**src/sv/cscfp_pkg.sv**
```systemverilog
// ----------------------------------------------------------------------------
// cscfp_pkg
// Shared types and constants of the sensor frame parser.
// ----------------------------------------------------------------------------
package cscfp_pkg;

  localparam logic [2:0] ST_HEADER    = 3'd0;
  localparam logic [2:0] ST_GROUP     = 3'd1;
  localparam logic [2:0] ST_OUTER_BAD = 3'd2;
  localparam logic [2:0] ST_INNER_BAD = 3'd3;
  localparam logic [2:0] ST_TOO_SHORT = 3'd4;
  localparam logic [2:0] ST_TOO_LONG  = 3'd5;

  localparam int MIN_FRAME = 17;
  localparam int HDR_BYTES = 13;
  localparam int LANES     = 4;
  localparam int GRP_AW    = 6;
  localparam int RAM_AW    = GRP_AW + 1;
  localparam int RAM_DEPTH = 1 << RAM_AW;

  typedef struct packed {
    logic [2:0]        status;
    logic [GRP_AW-1:0] groups;
    logic              bank;
    logic [63:0]       node;
    logic [7:0]        device;
    logic [7:0]        func;
    logic [15:0]       start;
    logic [7:0]        count;
  } job_t;

  typedef struct packed {
    logic [LANES-1:0]  we;
    logic [RAM_AW-1:0] addr;
    logic [7:0]        data;
  } ram_wr_t;

  typedef logic [LANES-1:0][7:0] lanes_t;

endpackage

```
**src/sv/crc_checked_sensor_frame_parser_unit.sv**
```systemverilog
// ----------------------------------------------------------------------------
// crc_checked_sensor_frame_parser_unit
// Sensor frame parser with outer and inner CRC-16/MODBUS checks.
// ----------------------------------------------------------------------------
// Input channel: one frame byte per item, end_of_frame_i on the last byte.
// Output channel: per frame either one error item (status 2..5), or one
// header item followed by one item per four-byte data group; last_of_frame_o
// marks the final item of each frame.
// Bytes are taken at one per cycle while the job queue is not full. Both
// CRCs advance as each byte arrives; the verdict is formed on the final
// byte and queued as a job. The first item of a frame passes through the
// job queue and then the output register; each data group is a buffer read
// followed by an output register load, as the buffer read is registered.
// Up to two finished frames may wait in the job queue; the input stalls
// while both slots are taken, so the next frame starts once emission of
// the older one completes. A stalled output item holds in its register.
// Reset clears counters, CRCs, the job queue and the output valid; the
// group buffer needs no clearing, as only bytes of the current frame are read.
// ----------------------------------------------------------------------------
module crc_checked_sensor_frame_parser_unit #(
  parameter int FRAME_BYTES = 256
) (
  input  logic        clk_i,
  input  logic        rst_ni,
  input  logic        in_valid_i,
  output logic        in_stall_o,
  input  logic [7:0]  data_byte_i,
  input  logic        end_of_frame_i,
  output logic        out_valid_o,
  input  logic        out_stall_i,
  output logic [2:0]  status_o,
  output logic [63:0] node_address_o,
  output logic [7:0]  device_address_o,
  output logic [7:0]  function_code_o,
  output logic [15:0] start_address_o,
  output logic [7:0]  byte_count_o,
  output logic [7:0]  group_name_o,
  output logic [3:0]  type_flags_o,
  output logic [2:0]  decimal_places_o,
  output logic [15:0] data_value_o,
  output logic        last_of_frame_o
);
  import cscfp_pkg::*;

  logic              accept;
  logic              push;
  job_t              push_job;
  job_t              head_job;
  logic              q_valid;
  logic              q_full;
  logic              pop;
  ram_wr_t           wr;
  logic              rd_en;
  logic [RAM_AW-1:0] rd_addr;
  lanes_t            rd_data;

  assign in_stall_o = q_full;
  assign accept     = in_valid_i && !q_full;

  cscfp_front #(
    .FRAME_BYTES(FRAME_BYTES)
  ) u_front (
    .clk_i         (clk_i),
    .rst_ni        (rst_ni),
    .accept_i      (accept),
    .data_byte_i   (data_byte_i),
    .end_of_frame_i(end_of_frame_i),
    .push_o        (push),
    .job_o         (push_job),
    .wr_o          (wr)
  );

  cscfp_queue u_queue (
    .clk_i      (clk_i),
    .rst_ni     (rst_ni),
    .push_i     (push),
    .push_data_i(push_job),
    .pop_i      (pop),
    .head_o     (head_job),
    .valid_o    (q_valid),
    .full_o     (q_full)
  );

  for (genvar g = 0; g < LANES; g++) begin : g_lane
    cscfp_ram #(
      .WIDTH(8),
      .DEPTH(RAM_DEPTH)
    ) u_ram (
      .clk_i  (clk_i),
      .we_i   (wr.we[g]),
      .waddr_i(wr.addr),
      .wdata_i(wr.data),
      .re_i   (rd_en),
      .raddr_i(rd_addr),
      .rdata_o(rd_data[g])
    );
  end

  cscfp_back u_back (
    .clk_i           (clk_i),
    .rst_ni          (rst_ni),
    .job_i           (head_job),
    .q_valid_i       (q_valid),
    .pop_o           (pop),
    .rd_en_o         (rd_en),
    .rd_addr_o       (rd_addr),
    .rd_data_i       (rd_data),
    .out_valid_o     (out_valid_o),
    .out_stall_i     (out_stall_i),
    .status_o        (status_o),
    .node_address_o  (node_address_o),
    .device_address_o(device_address_o),
    .function_code_o (function_code_o),
    .start_address_o (start_address_o),
    .byte_count_o    (byte_count_o),
    .group_name_o    (group_name_o),
    .type_flags_o    (type_flags_o),
    .decimal_places_o(decimal_places_o),
    .data_value_o    (data_value_o),
    .last_of_frame_o (last_of_frame_o)
  );

endmodule

```
**src/sv/cscfp_ram.sv**
```systemverilog
// ----------------------------------------------------------------------------
// cscfp_ram
// Simple dual-port RAM, one write port, one registered read port.
// ----------------------------------------------------------------------------
module cscfp_ram #(
  parameter int WIDTH = 8,
  parameter int DEPTH = 128
) (
  input  logic                     clk_i,
  input  logic                     we_i,
  input  logic [$clog2(DEPTH)-1:0] waddr_i,
  input  logic [WIDTH-1:0]         wdata_i,
  input  logic                     re_i,
  input  logic [$clog2(DEPTH)-1:0] raddr_i,
  output logic [WIDTH-1:0]         rdata_o
);

  logic [WIDTH-1:0] mem_q [DEPTH];
  logic [WIDTH-1:0] rdata_q;

  always_ff @(posedge clk_i) begin
    if (we_i) begin
      mem_q[waddr_i] <= wdata_i;
    end
    if (re_i) begin
      rdata_q <= mem_q[raddr_i];
    end
  end

  assign rdata_o = rdata_q;

endmodule

```
**src/sv/cscfp_front.sv**
```systemverilog
// ----------------------------------------------------------------------------
// cscfp_front
// Byte intake: running CRCs, header capture, group buffer writes and the
// frame verdict pushed to the job queue at the end of each frame.
// ----------------------------------------------------------------------------
module cscfp_front #(
  parameter int FRAME_BYTES = 256
) (
  input  logic                clk_i,
  input  logic                rst_ni,
  input  logic                accept_i,
  input  logic [7:0]          data_byte_i,
  input  logic                end_of_frame_i,
  output logic                push_o,
  output cscfp_pkg::job_t     job_o,
  output cscfp_pkg::ram_wr_t  wr_o
);
  import cscfp_pkg::*;

  localparam int CNT_W = $clog2(FRAME_BYTES + 1);
  localparam int CMP_W = (CNT_W > GRP_AW) ? CNT_W + 1 : GRP_AW + 1;
  localparam int OFF_W = (CNT_W > 8) ? CNT_W : 8;
  localparam logic [15:0] CRC_INIT = 16'hFFFF;
  localparam logic [15:0] CRC_POLY = 16'hA001;

  function automatic logic [15:0] crc_feed(input logic [15:0] c, input logic [7:0] b);
    logic [15:0] r;
    r = c ^ {8'h00, b};
    for (int k = 0; k < 8; k++) begin
      r = r[0] ? ((r >> 1) ^ CRC_POLY) : (r >> 1);
    end
    return r;
  endfunction

  logic [CNT_W-1:0] n_q;
  logic             ovf_q;
  logic             bank_q;
  logic [15:0]      outer_q, inner_q;
  logic [15:0]      outer_d, inner_d;
  logic [7:0]       hist_q [4];
  logic [63:0]      node_q;
  logic [7:0]       dev_q, fn_q, bc_q;
  logic [15:0]      sa_q;

  logic             room_ok;
  logic [CMP_W-1:0] len;
  logic [CMP_W-1:0] room;
  logic [OFF_W-1:0] off;
  logic             store_ok;
  logic [2:0]       status;
  logic [GRP_AW-1:0] groups;

  always_comb begin
    room_ok  = n_q < CNT_W'(FRAME_BYTES);
    outer_d  = (n_q >= CNT_W'(2))  ? crc_feed(outer_q, hist_q[1]) : outer_q;
    inner_d  = (n_q >= CNT_W'(12)) ? crc_feed(inner_q, hist_q[3]) : inner_q;
    len      = CMP_W'(n_q) + CMP_W'(1);
    room     = (len - CMP_W'(MIN_FRAME)) >> 2;
    off      = OFF_W'(n_q) - OFF_W'(HDR_BYTES);
    store_ok = room_ok && (n_q >= CNT_W'(HDR_BYTES)) && ((off >> 8) == '0);

    if (ovf_q || !room_ok) begin
      status = ST_TOO_LONG;
    end else if (len < CMP_W'(MIN_FRAME)) begin
      status = ST_TOO_SHORT;
    end else if (outer_d != {data_byte_i, hist_q[0]}) begin
      status = ST_OUTER_BAD;
    end else if (inner_d != {hist_q[1], hist_q[2]}) begin
      status = ST_INNER_BAD;
    end else begin
      status = ST_HEADER;
    end

    if (CMP_W'(bc_q[7:2]) > room) begin
      groups = room[GRP_AW-1:0];
    end else begin
      groups = bc_q[7:2];
    end
  end

  assign push_o        = accept_i && end_of_frame_i;
  assign job_o.status  = status;
  assign job_o.groups  = groups;
  assign job_o.bank    = bank_q;
  assign job_o.node    = node_q;
  assign job_o.device  = dev_q;
  assign job_o.func    = fn_q;
  assign job_o.start   = sa_q;
  assign job_o.count   = bc_q;

  always_comb begin
    wr_o.we   = '0;
    wr_o.addr = {bank_q, off[7:2]};
    wr_o.data = data_byte_i;
    if (accept_i && store_ok) begin
      wr_o.we[off[1:0]] = 1'b1;
    end
  end

  always_ff @(posedge clk_i or negedge rst_ni) begin
    if (!rst_ni) begin
      n_q     <= '0;
      ovf_q   <= 1'b0;
      bank_q  <= 1'b0;
      outer_q <= CRC_INIT;
      inner_q <= CRC_INIT;
      hist_q  <= '{default: '0};
      node_q  <= '0;
      dev_q   <= '0;
      fn_q    <= '0;
      sa_q    <= '0;
      bc_q    <= '0;
    end else if (accept_i) begin
      if (room_ok) begin
        hist_q[0] <= data_byte_i;
        hist_q[1] <= hist_q[0];
        hist_q[2] <= hist_q[1];
        hist_q[3] <= hist_q[2];
        n_q       <= n_q + CNT_W'(1);
        outer_q   <= outer_d;
        inner_q   <= inner_d;
        if (n_q < CNT_W'(8)) begin
          node_q <= {node_q[55:0], data_byte_i};
        end
        if (n_q == CNT_W'(8)) begin
          dev_q <= data_byte_i;
        end
        if (n_q == CNT_W'(9)) begin
          fn_q <= data_byte_i;
        end
        if (n_q == CNT_W'(10)) begin
          sa_q[15:8] <= data_byte_i;
        end
        if (n_q == CNT_W'(11)) begin
          sa_q[7:0] <= data_byte_i;
        end
        if (n_q == CNT_W'(12)) begin
          bc_q <= data_byte_i;
        end
      end else begin
        ovf_q <= 1'b1;
      end
      if (end_of_frame_i) begin
        n_q     <= '0;
        ovf_q   <= 1'b0;
        outer_q <= CRC_INIT;
        inner_q <= CRC_INIT;
        bank_q  <= ~bank_q;
      end
    end
  end

endmodule

```
**src/sv/cscfp_queue.sv**
```systemverilog
// ----------------------------------------------------------------------------
// cscfp_queue
// Two-entry job queue between intake and emission.
// ----------------------------------------------------------------------------
module cscfp_queue (
  input  logic            clk_i,
  input  logic            rst_ni,
  input  logic            push_i,
  input  cscfp_pkg::job_t push_data_i,
  input  logic            pop_i,
  output cscfp_pkg::job_t head_o,
  output logic            valid_o,
  output logic            full_o
);
  import cscfp_pkg::*;

  job_t       entry_q [2];
  logic       wr_ptr_q, rd_ptr_q;
  logic [1:0] count_q;

  assign head_o  = entry_q[rd_ptr_q];
  assign valid_o = count_q != 2'd0;
  assign full_o  = count_q == 2'd2;

  always_ff @(posedge clk_i) begin
    if (push_i) begin
      entry_q[wr_ptr_q] <= push_data_i;
    end
  end

  always_ff @(posedge clk_i or negedge rst_ni) begin
    if (!rst_ni) begin
      wr_ptr_q <= 1'b0;
      rd_ptr_q <= 1'b0;
      count_q  <= 2'd0;
    end else begin
      if (push_i) begin
        wr_ptr_q <= ~wr_ptr_q;
      end
      if (pop_i) begin
        rd_ptr_q <= ~rd_ptr_q;
      end
      if (push_i && !pop_i) begin
        count_q <= count_q + 2'd1;
      end else if (pop_i && !push_i) begin
        count_q <= count_q - 2'd1;
      end
    end
  end

  assert property (@(posedge clk_i) disable iff (!rst_ni) push_i |-> !full_o)
    else $error("job pushed into a full queue");
  assert property (@(posedge clk_i) disable iff (!rst_ni) pop_i |-> valid_o)
    else $error("job popped from an empty queue");

endmodule

```
**src/sv/cscfp_back.sv**
```systemverilog
// ----------------------------------------------------------------------------
// cscfp_back
// Emission: header or error item per job, then one item per data group read
// from the group buffer, through a registered output stage.
// ----------------------------------------------------------------------------
module cscfp_back (
  input  logic                     clk_i,
  input  logic                     rst_ni,
  input  cscfp_pkg::job_t          job_i,
  input  logic                     q_valid_i,
  output logic                     pop_o,
  output logic                     rd_en_o,
  output logic [cscfp_pkg::RAM_AW-1:0] rd_addr_o,
  input  cscfp_pkg::lanes_t        rd_data_i,
  output logic                     out_valid_o,
  input  logic                     out_stall_i,
  output logic [2:0]               status_o,
  output logic [63:0]              node_address_o,
  output logic [7:0]               device_address_o,
  output logic [7:0]               function_code_o,
  output logic [15:0]              start_address_o,
  output logic [7:0]               byte_count_o,
  output logic [7:0]               group_name_o,
  output logic [3:0]               type_flags_o,
  output logic [2:0]               decimal_places_o,
  output logic [15:0]              data_value_o,
  output logic                     last_of_frame_o
);
  import cscfp_pkg::*;

  typedef enum logic [1:0] {S_IDLE, S_READ, S_GROUP} state_e;

  typedef struct packed {
    logic [2:0]  status;
    logic [63:0] node;
    logic [7:0]  device;
    logic [7:0]  func;
    logic [15:0] start;
    logic [7:0]  count;
    logic [7:0]  name;
    logic [3:0]  flags;
    logic [2:0]  places;
    logic [15:0] value;
    logic        last;
  } item_t;

  state_e            state_q, state_d;
  logic [GRP_AW-1:0] gidx_q, gidx_d;
  item_t             item_q, item_d;
  logic              out_valid_q, out_valid_d;
  logic              out_free;
  logic              load;

  always_comb begin
    out_free = !out_valid_q || !out_stall_i;
    state_d  = state_q;
    gidx_d   = gidx_q;
    item_d   = item_q;
    load     = 1'b0;
    pop_o    = 1'b0;
    rd_en_o  = 1'b0;
    case (state_q)
      S_IDLE: begin
        if (q_valid_i && out_free) begin
          load          = 1'b1;
          item_d        = '0;
          item_d.status = job_i.status;
          item_d.last   = 1'b1;
          if (job_i.status == ST_HEADER) begin
            item_d.node   = job_i.node;
            item_d.device = job_i.device;
            item_d.func   = job_i.func;
            item_d.start  = job_i.start;
            item_d.count  = job_i.count;
            if (job_i.groups != '0) begin
              item_d.last = 1'b0;
              gidx_d      = '0;
              state_d     = S_READ;
            end
          end
          pop_o = item_d.last;
        end
      end
      S_READ: begin
        rd_en_o = 1'b1;
        state_d = S_GROUP;
      end
      S_GROUP: begin
        if (out_free) begin
          load          = 1'b1;
          item_d        = '0;
          item_d.status = ST_GROUP;
          item_d.name   = rd_data_i[0];
          item_d.flags  = rd_data_i[1][7:4];
          item_d.places = rd_data_i[1][2:0];
          item_d.value  = {rd_data_i[2], rd_data_i[3]};
          item_d.last   = gidx_q == (job_i.groups - GRP_AW'(1));
          if (item_d.last) begin
            pop_o   = 1'b1;
            state_d = S_IDLE;
          end else begin
            gidx_d  = gidx_q + GRP_AW'(1);
            state_d = S_READ;
          end
        end
      end
      default: begin
        state_d = S_IDLE;
      end
    endcase
    out_valid_d = load || (out_valid_q && out_stall_i);
  end

  assign rd_addr_o = {job_i.bank, gidx_q};

  always_ff @(posedge clk_i or negedge rst_ni) begin
    if (!rst_ni) begin
      state_q     <= S_IDLE;
      gidx_q      <= '0;
      item_q      <= '0;
      out_valid_q <= 1'b0;
    end else begin
      state_q     <= state_d;
      gidx_q      <= gidx_d;
      item_q      <= item_d;
      out_valid_q <= out_valid_d;
    end
  end

  assign out_valid_o      = out_valid_q;
  assign status_o         = item_q.status;
  assign node_address_o   = item_q.node;
  assign device_address_o = item_q.device;
  assign function_code_o  = item_q.func;
  assign start_address_o  = item_q.start;
  assign byte_count_o     = item_q.count;
  assign group_name_o     = item_q.name;
  assign type_flags_o     = item_q.flags;
  assign decimal_places_o = item_q.places;
  assign data_value_o     = item_q.value;
  assign last_of_frame_o  = item_q.last;

  assert property (@(posedge clk_i) disable iff (!rst_ni) pop_o |-> load && item_d.last)
    else $error("job retired without its final item");
  assert property (@(posedge clk_i) disable iff (!rst_ni) (load && item_d.last) |-> pop_o)
    else $error("final item loaded but job kept");
  assert property (@(posedge clk_i) disable iff (!rst_ni) (state_q != S_IDLE) |-> q_valid_i)
    else $error("group emission without a pending job");

endmodule

```
**config.mk**
```make
export PLATFORM = sky130hd
export DESIGN_NAME = crc_checked_sensor_frame_parser_unit
export DESIGN_NICKNAME = d
export VERILOG_FILES = /design/src/sv/cscfp_pkg.sv /design/src/sv/crc_checked_sensor_frame_parser_unit.sv /design/src/sv/cscfp_ram.sv /design/src/sv/cscfp_front.sv /design/src/sv/cscfp_queue.sv /design/src/sv/cscfp_back.sv
export SDC_FILE = /design/constraint.sdc
export NUM_CORES = 2
export LEC_CHECK = 0
export ABC_CLOCK_PERIOD_IN_PS = 7500
export BUFFER_PORTS_ARGS = -buffer_cell sky130_fd_sc_hd__clkbuf_2
export CAP_MARGIN = 5
export CORE_UTILIZATION = 25
export DETAILED_ROUTE_END_ITERATION = 10
export PLACE_DENSITY_LB_ADDON = 0.2
export SYNTH_ARGS = -nofsm -noshare
export SYNTH_HDL_FRONTEND = slang
export SYNTH_MEMORY_MAX_BITS = 65536
export SYNTH_SLANG_ARGS = --single-unit
```
**constraint.sdc**
```tcl
create_clock -name clk_i -period 7.5 [get_ports clk_i]
set_input_delay 1.125 -clock clk_i [delete_from_list [all_inputs] [get_ports clk_i]]
set_output_delay 1.125 -clock clk_i [all_outputs]
set_load 0.05 [all_outputs]
```
======== Word-level counts from Yosys, hierarchy flattened ========
Memories as Yosys holds them, arrays and structs flattened. A register that Yosys moved wholly into a read port is not among the register bits.
Index checks and enable logic that the tools add are counted.
operators by class
  $add $sub $neg .......................... 8
  multiply operators ...................... 0
  div/mod/pow operators ................... 0
  magnitude comparators ................... 9
  eq/ne operators ......................... 17
  shift-type cells ........................ 0
  mux-type cells .......................... 72
  bitwise logic cells ..................... 21
  reduce and logical (&&, ||, !) cells .... 40
operators with widths
  cell                     number
  $mux W16                 22
  $mux W139                2
  $pmux W139 S2            1
  $mux W104                1
  $not A2 Y3               16
  $eq A9 B4 Y1 const B     5
  $mux W6                  6
  $ne A16 B16 Y1           2
  $xor A16 B8 Y16          2
  $mux W1                  22
  $reduce_and A3 Y1        7
  $ge A9 B4 Y1 const B     2
  $mux W9                  2
  $mux W2                  8
  $pmux W6 S2              1
  $add A9 B1 Y10 const B   1
  $logic_and A1 B1 Y1      10
  $lt A10 B5 Y1 const B    1
  $sub A10 B5 Y10 const B  1
  $add A9 B1 Y9 const B    1
  $ge A9 B2 Y1 const B     1
  $logic_not A9 Y1         1
  $lt A9 B4 Y1 const B     1
  $lt A9 B9 Y1 const B     1
  other kinds (28)         50
storage, ports and cells
  register bits after elaboration ......... 331
  latch bits .............................. 0
  bits in writable memories ............... 4324
  bits in read-only memories .............. 0
  input bits .............................. 13
  output and inout bits ................... 141
  word-level logic and storage cells ...... 204
  memories ................................ 5
memories
  name                   words  bits a word  rd ports  clocked after Yosys merged registers in  wr ports  RTL line           RTL
  g_lane[0].u_ram.mem_q  128    8            1         1                                        1         cscfp_ram.sv:18    logic [WIDTH-1:0] mem_q [DEPTH];
  g_lane[1].u_ram.mem_q  128    8            1         1                                        1         cscfp_ram.sv:18
  g_lane[2].u_ram.mem_q  128    8            1         1                                        1         cscfp_ram.sv:18
  g_lane[3].u_ram.mem_q  128    8            1         1                                        1         cscfp_ram.sv:18
  u_queue.entry_q        2      114          1         0                                        1         cscfp_queue.sv:17  job_t entry_q [2];

======== Logic depth before layout (Yosys ltp) ========
  depth in word-level cells ............... 23
  mapped depth ............................ 16
  depth with buffers taken out ............ 13

======== Modules after synthesis ========
Synthesis repeated with hierarchy kept, for this count alone.
unflattened totals
  cell total of the unflattened synthesis .. 8217
  area total of the unflattened synthesis .. 182481.3 sq um
by module, submodules not included
  module                                times used  cells an instance  area an instance (sq um)
  cscfp_ram                             4           1635               39745.6
  cscfp_front                           1           845                9175.0
  cscfp_queue                           1           371                8615.8
  cscfp_back                            1           460                5694.2
  crc_checked_sensor_frame_parser_unit  1           1                  13.8

======== Least setup slack after synthesis ========
OpenSTA, ideal clock, no wires.
  path type ............................... input port to flip-flop
  from .................................... in in_valid_i
  to ...................................... mem u_queue.entry_q[0][0] in the netlist's numbering, enable pin
  arrival ................................. 6.861 ns
  path slack .............................. 0.038 ns
  stages on the path ...................... 4
  buffers on the path ..................... 1
  path through ............................ nor2b_1 -> and2_1 -> clkbuf_1 -> nor2b_1
between the ends
  word-level cells in the longest chain between the ends .. 4
ends and longest elaborated chain
  what                           RTL line                                    RTL
  start, declared                crc_checked_sensor_frame_parser_unit.sv:25  input logic in_valid_i,
  $logic_and A1 B1 Y1            crc_checked_sensor_frame_parser_unit.sv:58  assign accept = in_valid_i && !q_full;
  $logic_and A1 B1 Y1            cscfp_front.sv:81                           assign push_o = accept_i && end_of_frame_i;
  named net push                 crc_checked_sensor_frame_parser_unit.sv:46  logic push;
  $mux W1                        cscfp_queue.sv:26                           if (push_i) begin
  $mux W1 (implied by the code)  cscfp_queue.sv:27                           entry_q[wr_ptr_q] <= push_data_i;
  end, declared                  cscfp_queue.sv:17
The timed path passes the listed nets, and every way through them passes these cells.

==> flow_metrics.tcl <==
set metrics [dict create \
    cts_resized 0 \
    worst_pin_slew_ps 1280 \
    criticalPathCategory "reg2reg" \
    first_iter_violations 8022 \
    ys_seq_elements 4558 \
    p_comb_frac 0.231 \
    rows 308 \
    grt_pass1_vias 87000 \
    rsz0062_at_grt "false" \
    drtPass1Iterations 6 \
    outcome "complete, no violations" \
    critPathTopFamily "compound AO/OA/AOI/OAI gates" \
    irDropWorstVdd_mv 0.235 \
    synth_cell_types 70 \
    cts_setup_buffers 0 \
    die_h_um 842 \
    critPathCaptureType "flip-flop" \
    wl_per_cell_um 27.2 \
    port_buffers 153 \
    finalSetupViolCount 0 \
    syn_area_per_cell_sq_um 21.7 \
    dp_hpwl_mm 303 \
    crit_path_max_fanout 38 \
    ctsRootBufferMaster "clkbuf_16" \
    nFillCells 68200 \
    powerDensity_nw_per_um2 335 \
    drc 0 \
    finClkSkew_ps 51.8 \
    start_util 0.251 \
    fmax_ghz 0.206 \
    core_sq_um 703000 \
    p_switching_mw 19.7 \
    cts_hold_buffers 0 \
    synth-async-reset-ratio 0.0726 \
    die_w_um 842 \
    fin_setup_tns_ps 0 \
    placement.cell_area_sq_um 190000 \
    stdcell_count 18300 \
    numPlacedInstances 17400 \
    cp_cell_sequence "buf_4 -> buf_4 -> mux4_2 -> nor2b_1 -> a211oi_1 -> a211oi_1 -> o311ai_0 -> o21ai_0" \
    power_mw 68.6 \
    dp_slack_ps 2050 \
    area_growth_syn_to_layout_pct 16.1 \
    synth_edf_count 4227 \
    ys_seq_area_frac 0.766 \
    synth_top_area_cell "edfxtp_1" \
    tritoncts "yes" \
    cp_slowest_stage_delay_ps 1170 \
    relSlewSlack 0.149 \
    clk-insertion-delay-late_ps 1030 \
    overflow 0 \
    hp-class "in2async" \
    post_route_cells_drive_above_1_share 0.280 \
    fin_crit_ps 4850 \
    fin_util 0.291 \
    mostFrequentLayoutCells "edfxtp_1, mux4_2, nor2_1" \
    swShare 0.288 \
    setup_slack_ps 2650 \
    clock_sinks 4558 \
    clkPwrFrac 0.341 \
    postLayoutCellArea_sq_um 205000 \
    cp_slowest_cell "dfrtp_4" \
    grt_max_degree 157 \
    crit_path_start_kind "flip-flop" \
    p_int_mw 48.9 \
    ant_nets 0 \
    htree_num_levels 5 \
    hold_viol 0 \
    ys.flop_type "edfxtp_1" \
    cts_made_buffers 472 \
    routabilityCongestion 0.764 \
    pin_count 154 \
    nets 8586 \
    track_usage 0.136 \
    ys_top_cells_by_area "edfxtp_1, mux4_2, dfrtp_1" \
    num_vias 83000 \
    antenna_found_initial 40 \
    layout_commonest_cell "edfxtp_1" \
    dieArea_sq_um 709000 \
    hold_ws_ps 108 \
    path_clk_slew_ps 60 \
    wl_mm 496 \
    maxCapViolCount 0 \
    clockBufferDepth 4 \
    ys_warn_count 0 \
    drv_slew 0 \
    fin_crit_sh 0.646 \
    p_leak_nw 62.2 \
    cp.arrival_ps 5560 \
    p_seq_frac 0.428 \
    vias_per_cell 4.54 \
    netlist_instances 8152 \
    worstPathRequired_ps 8220 \
    path_buf_inv 2 \
    synthesis.area_sq_um 177000 \
    grt_first_pass_wirelength_mm 701 \
    synth_top_area_frac 0.719 \
]
-- worst reg2reg max path, delay by kind of cell (launching register included) --
kind            cells  cell delay (ps)
buf+inv             2              940
mux                 1              570
compound gates      4             1700
flops               1             1170
simple gates        1              150
-- registers in the layout (all words and copies together) (netlist names), 4 cells and up --
name                     cells
u_back.start_address_o      16
u_front.n_q                  9
u_back.type_flags_o          4
u_front.inner_q             16
u_back.device_address_o      8
u_back.byte_count_o          8
u_front.bc_q                 8
u_queue.entry_q            228
u_front.dev_q                8
u_back.gidx_q                6
u_back.node_address_o       64
u_front.hist_q              32
u_front.sa_q                16
u_front.outer_q             16
g_lane.u_ram.mem_q        3968
u_back.group_name_o          8
u_front.fn_q                 8
u_front.node_q              64
u_back.function_code_o       8
u_back.data_value_o         16
g_lane.u_ram.rdata_o        31
-- path summary, 6_finish.rpt --
| kind | endpoint | from | slack [ps] | cells after the start |
|---|---|---|---|---|
| max in group asynchronous | u_front.node_q[40] | rst_ni | 5920 | 2 |
| min in group clk_i | u_back.state_q[1] | out_stall_i | 410 | 2 |
| min | u_back.group_name_o[3] | rst_ni | 110 | 1 |
| max reg2reg | g_lane[2].u_ram.rdata_o[1] | u_back.gidx_q[1] | 2650 | 8 |
| max | g_lane[2].u_ram.rdata_o[1] | u_back.gidx_q[1] | 2650 | 8 |
| min reg2reg | u_queue.entry_q[0][21] | u_front.sa_q[13] | 460 | 0 |
-- metal layers --
metal  global-route usage  vias up  part of all wire
met5                    0        -          0.000026
met4               0.0248        2             0.018
met3               0.0211      506             0.055
met2                0.223     2388              0.48
met1                0.194    45700              0.45
li1                     -    34400                 -
-- synthesized netlist by cell type (17+ instances only) --
library cell,count
mux2i_1,209
and2_1,17
clkbuf_1,297
nor2b_1,20
a21oi_1,39
dfstp_2,32
mux4_2,1237
xnor2_1,74
nor2_1,564
nand3_1,47
o22a_1,22
buf_1,130
dfrtp_1,299
nand2_1,301
inv_1,26
mux2_2,147
o21ai_0,149
nor3_1,19
buf_2,54
xor2_1,35
edfxtp_1,4227
-- power by group through the flow --
stage | sequential [mW] | combinational (mW) | clock, mW
CTS | 29.4 | 16.3 | 24.0
detailed placement | 29.9 | 16.3 | 0
global route | 29.5 | 16.8 | 24.9
finish | 29.4 | 15.8 | 23.4
floorplan | 29.7 | 10.3 | 0
global placement | 29.9 | 16.2 | 0
-- cell type report --
type | count | area (sq um) | area share
Sequential cell | 4558 | 135000 | 0.660
Clock inverter | 271 | 2640 | 0.0129
Multi-Input combinational cell | 3145 | 39700 | 0.194
Antenna cell | 8 | 20.0 | 0.0000977
Clock buffer | 602 | 12600 | 0.0615
Inverter | 26 | 97.6 | 0.000476
Tap cell | 9300 | 11600 | 0.0568
Timing Repair Buffer | 355 | 2910 | 0.0142
-- logic make-up after synthesis --
family | Yosys count | share of synthesized area
xor+xnor | 114 | 0.00600
buf+inv | 510 | 0.0113
fa+ha+maj | 15 | 0.00106
compound gates | 339 | 0.0126
flops | 4558 | 0.766
simple gates | 1022 | 0.0237
mux | 1593 | 0.179
other cells | 1 | 0.0000212
Note: power is estimated with default switching activity, not from simulation.
